`src/rtl/ssbd_pkg.sv`:
```
// Shared types, constants and the payload position function for the start/stop bit deframer.
package ssbd_pkg;

	localparam int unsigned FRAME_LEN = 10;
	localparam int unsigned STOP_POS  = 9;
	localparam int unsigned BYTE_BITS = 8;
	localparam int unsigned TOP_BIT   = 7;

	localparam logic [3:0] FULL_COUNT = 4'(BYTE_BITS);

	typedef struct packed {
		logic [7:0] data_byte;
		logic [3:0] valid_bits;
		logic       final_byte;
	} result_t;

	typedef struct packed {
		result_t    res0;
		result_t    res1;
		logic [1:0] nres;
		logic [3:0] phase;
		logic [7:0] gather;
		logic [2:0] count;
	} step_out_t;

	// Marks which of the eight raw bits, first bit in bit 7, carry payload.
	function automatic logic [7:0] payload_mask(input logic [3:0] phase);
		logic [7:0] mask;
		logic [4:0] ph;
		mask = '0;
		for (int b = 0; b < 8; b++) begin
			ph = 5'(phase) + 5'(b);
			if (ph >= 5'(FRAME_LEN)) begin
				ph = ph - 5'(FRAME_LEN);
			end
			mask[TOP_BIT - b] = (ph != 5'd0) && (ph != 5'(STOP_POS));
		end
		return mask;
	endfunction

endpackage

```
`src/rtl/ssbd_step.sv`:
```
// Combinational deframing of one raw byte against the current frame phase and partial byte.
module ssbd_step (
	input  logic [3:0]         phase,
	input  logic [7:0]         gather,
	input  logic [2:0]         count,
	input  logic [7:0]         raw_byte,
	input  logic               end_of_buffer,
	output ssbd_pkg::step_out_t step_out
);
	import ssbd_pkg::*;

	logic [7:0]  mask;
	logic [7:0]  comp;
	logic [3:0]  npay;
	logic [15:0] acc;
	logic [3:0]  total;
	logic        full;
	logic [7:0]  rem_byte;
	logic [2:0]  rem_cnt;
	logic [3:0]  phase_nx;
	result_t     r_full;
	result_t     r_flush;

	assign mask = payload_mask(phase);

	always_comb begin
		comp = '0;
		npay = '0;
		for (int b = 0; b < 8; b++) begin
			if (mask[TOP_BIT - b]) begin
				comp[npay[2:0]] = raw_byte[TOP_BIT - b];
				npay = npay + 4'd1;
			end
		end
	end

	assign acc      = {8'd0, gather} | ({8'd0, comp} << count);
	assign total    = {1'b0, count} + npay;
	assign full     = total[3];
	assign rem_byte = full ? acc[15:8] : acc[7:0];
	assign rem_cnt  = total[2:0];
	assign phase_nx = (phase >= 4'd2) ? phase - 4'd2 : phase + 4'd8;

	assign r_full  = '{data_byte: acc[7:0], valid_bits: FULL_COUNT, final_byte: 1'b0};
	assign r_flush = '{data_byte: rem_byte, valid_bits: {1'b0, rem_cnt}, final_byte: 1'b1};

	always_comb begin
		step_out.res0   = r_full;
		step_out.res1   = r_flush;
		step_out.nres   = {1'b0, full};
		step_out.phase  = phase_nx;
		step_out.gather = rem_byte;
		step_out.count  = rem_cnt;
		if (end_of_buffer) begin
			step_out.phase  = '0;
			step_out.gather = '0;
			step_out.count  = '0;
			if (rem_cnt != 3'd0) begin
				if (full) begin
					step_out.nres = 2'd2;
				end else begin
					step_out.res0 = r_flush;
					step_out.nres = 2'd1;
				end
			end else begin
				step_out.res0.final_byte = 1'b1;
				step_out.nres            = 2'd1;
			end
		end
	end

endmodule

```
`src/rtl/start_stop_bit_deframer.sv`:
```
// Top level of the start/stop bit deframer: input register, step logic and result buffer.
// The block takes one raw byte per clock cycle; the raw byte is held in the input register, and
// its decoded bytes are registered into the result buffer. Every raw byte yields zero, one or two
// results; a raw byte that both completes a byte and flushes a partial byte at the end of a buffer
// yields two, and the two-entry result buffer drains them at one result per cycle, so input stalls
// only when the output side stalls or when a second result is still waiting for its slot. The frame
// phase and partial byte live in registers updated as each raw byte leaves the input register.
module start_stop_bit_deframer (
	input  logic       clk,
	input  logic       arst_n,
	input  logic       in_valid,
	output logic       in_stall,
	input  logic [7:0] raw_byte,
	input  logic       end_of_buffer,
	output logic       out_valid,
	input  logic       out_stall,
	output logic [7:0] data_byte,
	output logic [3:0] valid_bits,
	output logic       final_byte
);
	import ssbd_pkg::*;

	logic       valid_s1;
	logic [7:0] raw_s1;
	logic       eob_s1;
	logic [3:0] phase_q;
	logic [7:0] gather_q;
	logic [2:0] count_q;
	step_out_t  step_out;
	result_t    slot_q [2];
	result_t    slot_d [2];
	logic [1:0] fill_q;
	logic [1:0] fill_d;
	logic [1:0] base;
	logic [1:0] free;
	logic [1:0] push;
	logic       pop;
	logic       adv;
	logic       accept;

	ssbd_step u_step (
		.phase         (phase_q),
		.gather        (gather_q),
		.count         (count_q),
		.raw_byte      (raw_s1),
		.end_of_buffer (eob_s1),
		.step_out      (step_out)
	);

	assign pop      = (fill_q != 2'd0) && !out_stall;
	assign free     = 2'd2 - fill_q + {1'b0, pop};
	assign adv      = valid_s1 && (free >= step_out.nres);
	assign push     = adv ? step_out.nres : 2'd0;
	assign in_stall = valid_s1 && !adv;
	assign accept   = in_valid && !in_stall;

	always_ff @(posedge clk or negedge arst_n) begin
		if (!arst_n) begin
			valid_s1 <= 1'b0;
		end else begin
			valid_s1 <= accept || in_stall;
		end
	end

	always_ff @(posedge clk) begin
		if (accept) begin
			raw_s1 <= raw_byte;
			eob_s1 <= end_of_buffer;
		end
	end

	always_ff @(posedge clk or negedge arst_n) begin
		if (!arst_n) begin
			phase_q  <= '0;
			gather_q <= '0;
			count_q  <= '0;
		end else if (adv) begin
			phase_q  <= step_out.phase;
			gather_q <= step_out.gather;
			count_q  <= step_out.count;
		end
	end

	always_comb begin
		slot_d[0] = slot_q[0];
		slot_d[1] = slot_q[1];
		if (pop) begin
			slot_d[0] = slot_q[1];
		end
		base = fill_q - {1'b0, pop};
		if (push != 2'd0) begin
			slot_d[base[0]] = step_out.res0;
		end
		if (push == 2'd2) begin
			slot_d[1] = step_out.res1;
		end
		fill_d = base + push;
	end

	always_ff @(posedge clk or negedge arst_n) begin
		if (!arst_n) begin
			fill_q <= '0;
		end else begin
			fill_q <= fill_d;
		end
	end

	always_ff @(posedge clk) begin
		slot_q[0] <= slot_d[0];
		slot_q[1] <= slot_d[1];
	end

	assign out_valid  = fill_q != 2'd0;
	assign data_byte  = slot_q[0].data_byte;
	assign valid_bits = slot_q[0].valid_bits;
	assign final_byte = slot_q[0].final_byte;

endmodule

```
`config.mk`:
```
export PLATFORM = sky130hd
export DESIGN_NAME = start_stop_bit_deframer
export DESIGN_NICKNAME = d
export VERILOG_FILES = /design/src/rtl/ssbd_pkg.sv /design/src/rtl/ssbd_step.sv /design/src/rtl/start_stop_bit_deframer.sv
export SDC_FILE = /design/constraint.sdc
export NUM_CORES = 1
export LEC_CHECK = 0
export BUFFER_PORTS_ARGS = -buffer_cell sky130_fd_sc_hd__buf_2
export CAP_MARGIN = 20
export CORE_MARGIN = 5
export CORE_UTILIZATION = 60
export CTS_BUF_LIST = sky130_fd_sc_hd__clkbuf_8
export CTS_CLUSTER_SIZE = 8
export DETAILED_ROUTE_END_ITERATION = 8
export GPL_TIMING_DRIVEN = 0
export PLACE_DENSITY = 0.78
export REMOVE_ABC_BUFFERS = 1
export SETUP_SLACK_MARGIN = 0.1
export SLEW_MARGIN = 20
export SYNTH_ARGS = -nofsm -noshare
export SYNTH_HDL_FRONTEND = slang
export SYNTH_SLANG_ARGS = --single-unit
```
`constraint.sdc`:
```
create_clock -name clk -period 15.1 [get_ports clk]
set_input_delay 3.775 -clock clk [delete_from_list [all_inputs] [get_ports clk]]
set_output_delay 3.775 -clock clk [all_outputs]
set_load 0.01 [all_outputs]
```
== Word-level counts from Yosys, hierarchy flattened ==
Memories as Yosys holds them, arrays and structs flattened.
Index checks and enable logic that the tools add are counted.

* Memories: 1
* Word-level logic and storage cells: 171
* Latch bits: 0
* Output and inout bits: 15
* Memory bits (read-only): 0
* Flip-flop bits (word level): 27
* Memory bits (writable): 26
* Input port bits: 13

{| class="wikitable"
|+ Memories
! memory !! words !! bits a word !! rd ports !! clocked after memory_dff !! write ports !! RTL line !! text
|-
| slot_q || 2 || 13 || 2 || 0 || 2 || start_stop_bit_deframer.sv:30 || <nowiki>result_t slot_q [2];</nowiki>
|}

* Multipliers: 0
* Eq/ne operators: 9
* Add/sub/neg operators: 29
* Shift operators: 1
* Multiplexer cells: 61
* Magnitude comparators: 26
* Bitwise gates (word level): 2
* Div/mod/pow operators: 0
* Reductions and logical operators: 35

{| class="wikitable"
|+ Operator list
! cell !! number
|-
| two-way mux 13 bit || 5
|-
| two-way mux 8 bit || 8
|-
| bitwise mux 8 bit || 7
|-
| two-way mux 5 bit || 8
|-
| inequality test 5 x 4 -> 1 bit, second input constant || 8
|-
| nonzero test 5 bit || 8
|-
| >= comparator 5 x 4 -> 1 bit, second input constant || 7
|-
| subtractor 5 x 4 -> 5 bit, second input constant || 7
|-
| two-way mux 4 bit || 8
|-
| bitwise mux 26 bit || 1
|-
| two-way mux 26 bit || 1
|-
| adder 4 x 1 -> 4 bit, second input constant || 6
|-
| less-than comparator 3 x 4 -> 1 bit, second input constant || 6
|-
| demux 1 bit (select 3 bit) || 7
|-
| adder 4 x 3 -> 5 bit, second input constant || 4
|-
| logical AND 1 bit || 20
|-
| >= comparator 3 x 1 -> 1 bit, second input constant || 6
|-
| two-way mux 17 bit || 1
|-
| bitwise OR 8 x 16 -> 16 bit || 1
|-
| left shift 8 x 3 -> 16 bit || 1
|-
| demux 13 bit (select 1 bit) || 1
|-
| two-way mux 12 bit || 1
|-
| adder 4 x 2 -> 5 bit, second input constant || 2
|-
| two-way mux 1 bit || 10
|-
| other kinds (24) || 29
|}

== Longest topological paths before layout ==
* Depth in word-level cells: 34
* Gate-level depth with buffers: 44
* Gate-level depth less buffers: 42

== By module ==
Synthesis repeated with hierarchy kept, for this count alone.

* Cell total of the unflattened synthesis: 822
* Area total of the unflattened synthesis: 6491.2 um2

{| class="wikitable"
|+ By module, submodules not included
! module !! sequential area each (um2) !! area an instance (um2) !! times used !! cells each
|-
| ssbd_step || 0.0 || 4161.5 || 1 || 604
|-
| start_stop_bit_deframer || 1371.3 || 2329.7 || 1 || 218
|}

== Worst setup path before layout ==
No wires, ideal clock.

* Path type: register to output
* From: reg phase_q[2]
* To: out in_stall
* Path buffers: 1
* Required time: 11.325 ns
* Data arrival time: 7.950 ns
* Stages on the path, launching flop included: 37
* Setup slack: 3.375 ns
* Cell sequence: dfrtp_1 -> inv_1 -> ha_1 -> inv_1 -> ha_1 -> nand3b_1 -> o31ai_1 -> fa_1 -> clkbuf_1 -> inv_1 -> ha_1 -> o21ai_0 -> o21ai_0 -> ha_1 -> a21oi_1 -> nor2_1 -> ha_1 -> nand3_1 -> o31ai_4 -> ha_1 -> mux2i_2 -> inv_1 -> ha_1 -> nand2_1 -> o21ai_0 -> ha_1 -> a21o_1 -> a21oi_1 -> xnor2_1 -> xnor2_1 -> xor2_1 -> nor2_1 -> a21oi_1 -> ha_1 -> nand2b_1 -> a21oi_1 -> and2_1

* Longest elaborated chain between the ends: 27
* Elaborated cells on any way between the ends: 79
* Those cells by class: 23 x add/sub; 9 x order compare; 8 x eq/ne; 19 x mux; 20 x reduce/logical

{| class="wikitable"
|+ Ends and longest elaborated chain
! element !! RTL line !! text
|-
| start: declaration || start_stop_bit_deframer.sv:26 || <nowiki>logic [3:0] phase_q;</nowiki>
|-
| start signal: assignment || start_stop_bit_deframer.sv:78 || <nowiki>phase_q <= step_out.phase;</nowiki>
|-
| branches (longest 18 deep; another with adder 4 x 1 -> 5 bit) || -- ||
|-
| two-way mux 4 bit * || ssbd_step.sv:30 || <nowiki>if (mask[TOP_BIT - b]) begin</nowiki>
|-
| adder 3 x 4 -> 4 bit * || ssbd_step.sv:38 || <nowiki>assign total = {1'b0, count} + npay;</nowiki>
|-
| nonzero test 3 bit or two-way mux 2 bit (tied branches) || ssbd_step.sv:58, ssbd_step.sv:59 ||
|-
| two-way mux 2 bit || ssbd_step.sv:58 || <nowiki>if (rem_cnt != 3'd0) begin</nowiki>
|-
| two-way mux 17 bit * || ssbd_step.sv:54 || <nowiki>if (end_of_buffer) begin</nowiki>
|-
| >= comparator 2 bit * || start_stop_bit_deframer.sv:52 || <nowiki>assign adv = valid_s1 && (free >= step_out.nres);</nowiki>
|-
| logical AND 1 bit * || start_stop_bit_deframer.sv:52 ||
|-
| logical NOT 1 bit * || start_stop_bit_deframer.sv:54 || <nowiki>assign in_stall = valid_s1 && !adv;</nowiki>
|-
| logical AND 1 bit * || start_stop_bit_deframer.sv:54 ||
|-
| end: declaration || start_stop_bit_deframer.sv:12 || <nowiki>output logic in_stall,</nowiki>
|}

Every way passes the cells marked *.

== Worst setup path in the final report ==
* From: reg phase_q[1]
* To: out in_stall

Same word-level chain as after synthesis.

==> flow_metrics.tcl <==
set metrics [dict create \
    syn_area_mm2 0.00524 \
    slew-limit-headroom 0.260 \
    numCtsBuffers 5 \
    cts_sinks 52 \
    root_buffer "clkbuf_8" \
    reg2reg_depth 38 \
    grt_pass1_wl_um 21000 \
    synth_fa_ha_area_frac 0.0903 \
    synth-main-ff-cell "edfxtp_1" \
    core_mm2 0.00864 \
    vias 4758 \
    routed_wl_um 12900 \
    cp-startpoint "phase_q[1]" \
    dp_hpwl_um 9860 \
    num_rows 34 \
    synthXorXnorAreaFrac 0.0652 \
    slew_viol_final 0 \
    yosys_warnings 0 \
    cts_max_path_buffers 2 \
    cp-end-kind "primary output" \
    outcome "complete, but fails checks" \
    fin_crit_sh 0.936 \
    tns_ps 0 \
    diodes 0 \
    drtIter0Drc 468 \
    yosys.area.top_type "edfxtp_1" \
    wire_per_inst_um 18.2 \
    first_pass_iters 9 \
    mostFrequentLayoutCell "nand2_1" \
    synthMuxAreaShare 0.0638 \
    drv_cap 0 \
    yosysTopAreaCellShare 0.115 \
    mostFrequentLayoutCells "75 x nand2_1, 37 x nor2_1, 33 x ha_1" \
    ys_seq_elements 52 \
    synth_compound_area_frac 0.255 \
    die_x_um 103 \
    yosys.area_share.simple 0.208 \
    finalSetupViolCount 0 \
    dr.max_layer_used "met4" \
    die_area_mm2 0.0107 \
    critPathArrivalTime_ps 10360 \
    initial_utilization 0.607 \
    min_path_cells 1 \
    hold_viol_final 0 \
    slowest_stage "dfrtp_1" \
    post_cts_resized 0 \
    crit_top_cell "ha_1" \
    min_path_type "flop to flop" \
    critPathRequiredTime_ps 11320 \
    critPathKind "flop to primary output" \
    syn_inst 607 \
    dr_wl_met3_um 950 \
    postCtsSetupBuffers 0 \
    grt_overflow 0 \
    max_freq_mhz 70.8 \
    ios 28 \
    r2r_setup_slack_ps 3650 \
    max_stage_delay_ps 930 \
    grt_setup_unrepaired "no" \
    hold_buffers 0 \
    drt-met1-wl_um 5940 \
    ys_async_sr_fraction 0.327 \
    avgViaCountPerCell 6.68 \
    synthTopCellsByArea "edfxtp_1 11%, dfrtp_1 8.1%, ha_1 7.9%" \
    clk_pin_slew_ps 110 \
    synth-seq-area-share 0.253 \
    synthToLayoutAreaGrowth_pct 3.32 \
    synth-edff-count 20 \
    min_to "slot_q[0][13]" \
    synth_cell_types 93 \
    die_y_um 103 \
    violations "design-rule violations" \
    grt_usage 0.247 \
    ant_nets 0 \
    grt_max_degree 28 \
    cts_tree "done" \
    cts_htree_levels 2 \
    crit_path_max_fanout 27 \
    timing.rr.start "phase_q[1]" \
    wl_met2_um 5850 \
    worst_pin_slew_ps 1100 \
    worst_skew_pair.late_latency_ps 320 \
    drive_gt1_frac 0.127 \
    period_minus_slack_ps 14130 \
    skew_ps 10.8 \
    r2r_end "gather_q[4]" \
    drc_errors 1 \
    hold_path_startpoint "slot_q[0][13]" \
    gp_congestion 0.922 \
    start_kind "flop" \
    numPortBuffers 27 \
    antenna_found_initial 0 \
    avgSynthCellArea_um2 8.63 \
    synth_top_family_by_area "compound AO/OA/AOI/OAI gates" \
    grt_pass1_vias 4308 \
    finalNetCount 652 \
]
==> worst max-delay path: cells and delay by family (launching register included) <==
family,cells,cell delay (ps)
xor gates and xnor gates,3,1220
DFF,1,930
and+or+nand+nor,7,1010
adders and majority gates,10,3410
buffers and inverters,5,730
muxes,1,270
AOI/OAI and AO/OA,10,2460
==> flip-flops by register name, summed over array words and instances (netlist names) <==
register	cells
gather_q	8
fill_q	2
phase_q	3
eob_s1	1
count_q	3
slot_q	26
valid_s1	1
raw_s1	8
==> worst max-delay path by stage <==
stage	end	cells after the start
3_3_place_gp	in_stall	36
4_1_cts	in_stall	36
5_1_grt	in_stall	36
6_report	in_stall	36
3_5_place_dp	in_stall	36
2_1_floorplan	in_stall	35
==> through the flow <==
step | hold WS [ps] | instance area (um^2) | setup WS, ps | utilization | cells
2_1_floorplan | 442 | 5030 | 2840 | - | 568
3_3_place_gp | 459 | 5300 | 1340 | 0.613 | 703
3_5_place_dp | 460 | 5310 | 1080 | 0.615 | 704
4_1_cts | 489 | 5410 | 718 | 0.626 | 712
5_1_grt | 520 | 5410 | 261 | 0.627 | 712
6_report | 489 | 5410 | 967 | 0.627 | 712
==> routing by layer <==
layer | global-route usage | vias to the layer above
li1 | - | 2259
met1 | 0.360 | 2248
met2 | 0.389 | 236
met3 | 0.0389 | 15
met4 | 0.0508 | 0
met5 | 0 | -
==> cells in the mapped netlist, types with 4 or more instances <==
cell      number
o22ai_1        7
nand3_1       22
a211oi_1       9
mux2i_1       14
o41ai_1        5
a22o_1         6
nand2b_1       6
nor2b_1        4
a21oi_1       27
o21a_1         5
ha_1          33
dfxtp_1       15
xnor2_1        8
clkbuf_1      16
and2_1        13
buf_2          5
inv_1         30
a32o_1         4
dfrtp_1       17
nor4_1         9
o211ai_1      16
nor2_1        37
a31oi_1        5
buf_4         16
o21ai_0       31
o31ai_1        4
mux4_2         5
a22oi_1       11
nand2_1       75
edfxtp_1      20
xnor2_2        4
nor3_1        19
o21ai_1       11
==> cells by family after synthesis <==
| family | after synthesis |
|---|---|
| xor+xnor | 23 |
| buf+inv | 73 |
| fa+ha+maj | 36 |
| mux | 25 |
| flops | 52 |
| compound gates | 183 |
| simple gates | 215 |
==> layout make-up <==
class / instances / area (um^2)
Multi-Input combinational cell: 482 / 3580
Fill cell: 751 / 3220
Sequential cell: 52 / 1330
Timing Repair Buffer: 28 / 143
Tap cell: 108 / 135
Inverter: 34 / 130
Clock buffer: 5 / 68.8
Clock inverter: 3 / 27.5
Power is left out: the tool's default activity adds up to more than one toggle a clock period on the data nets, which glitch-free logic cannot reach.
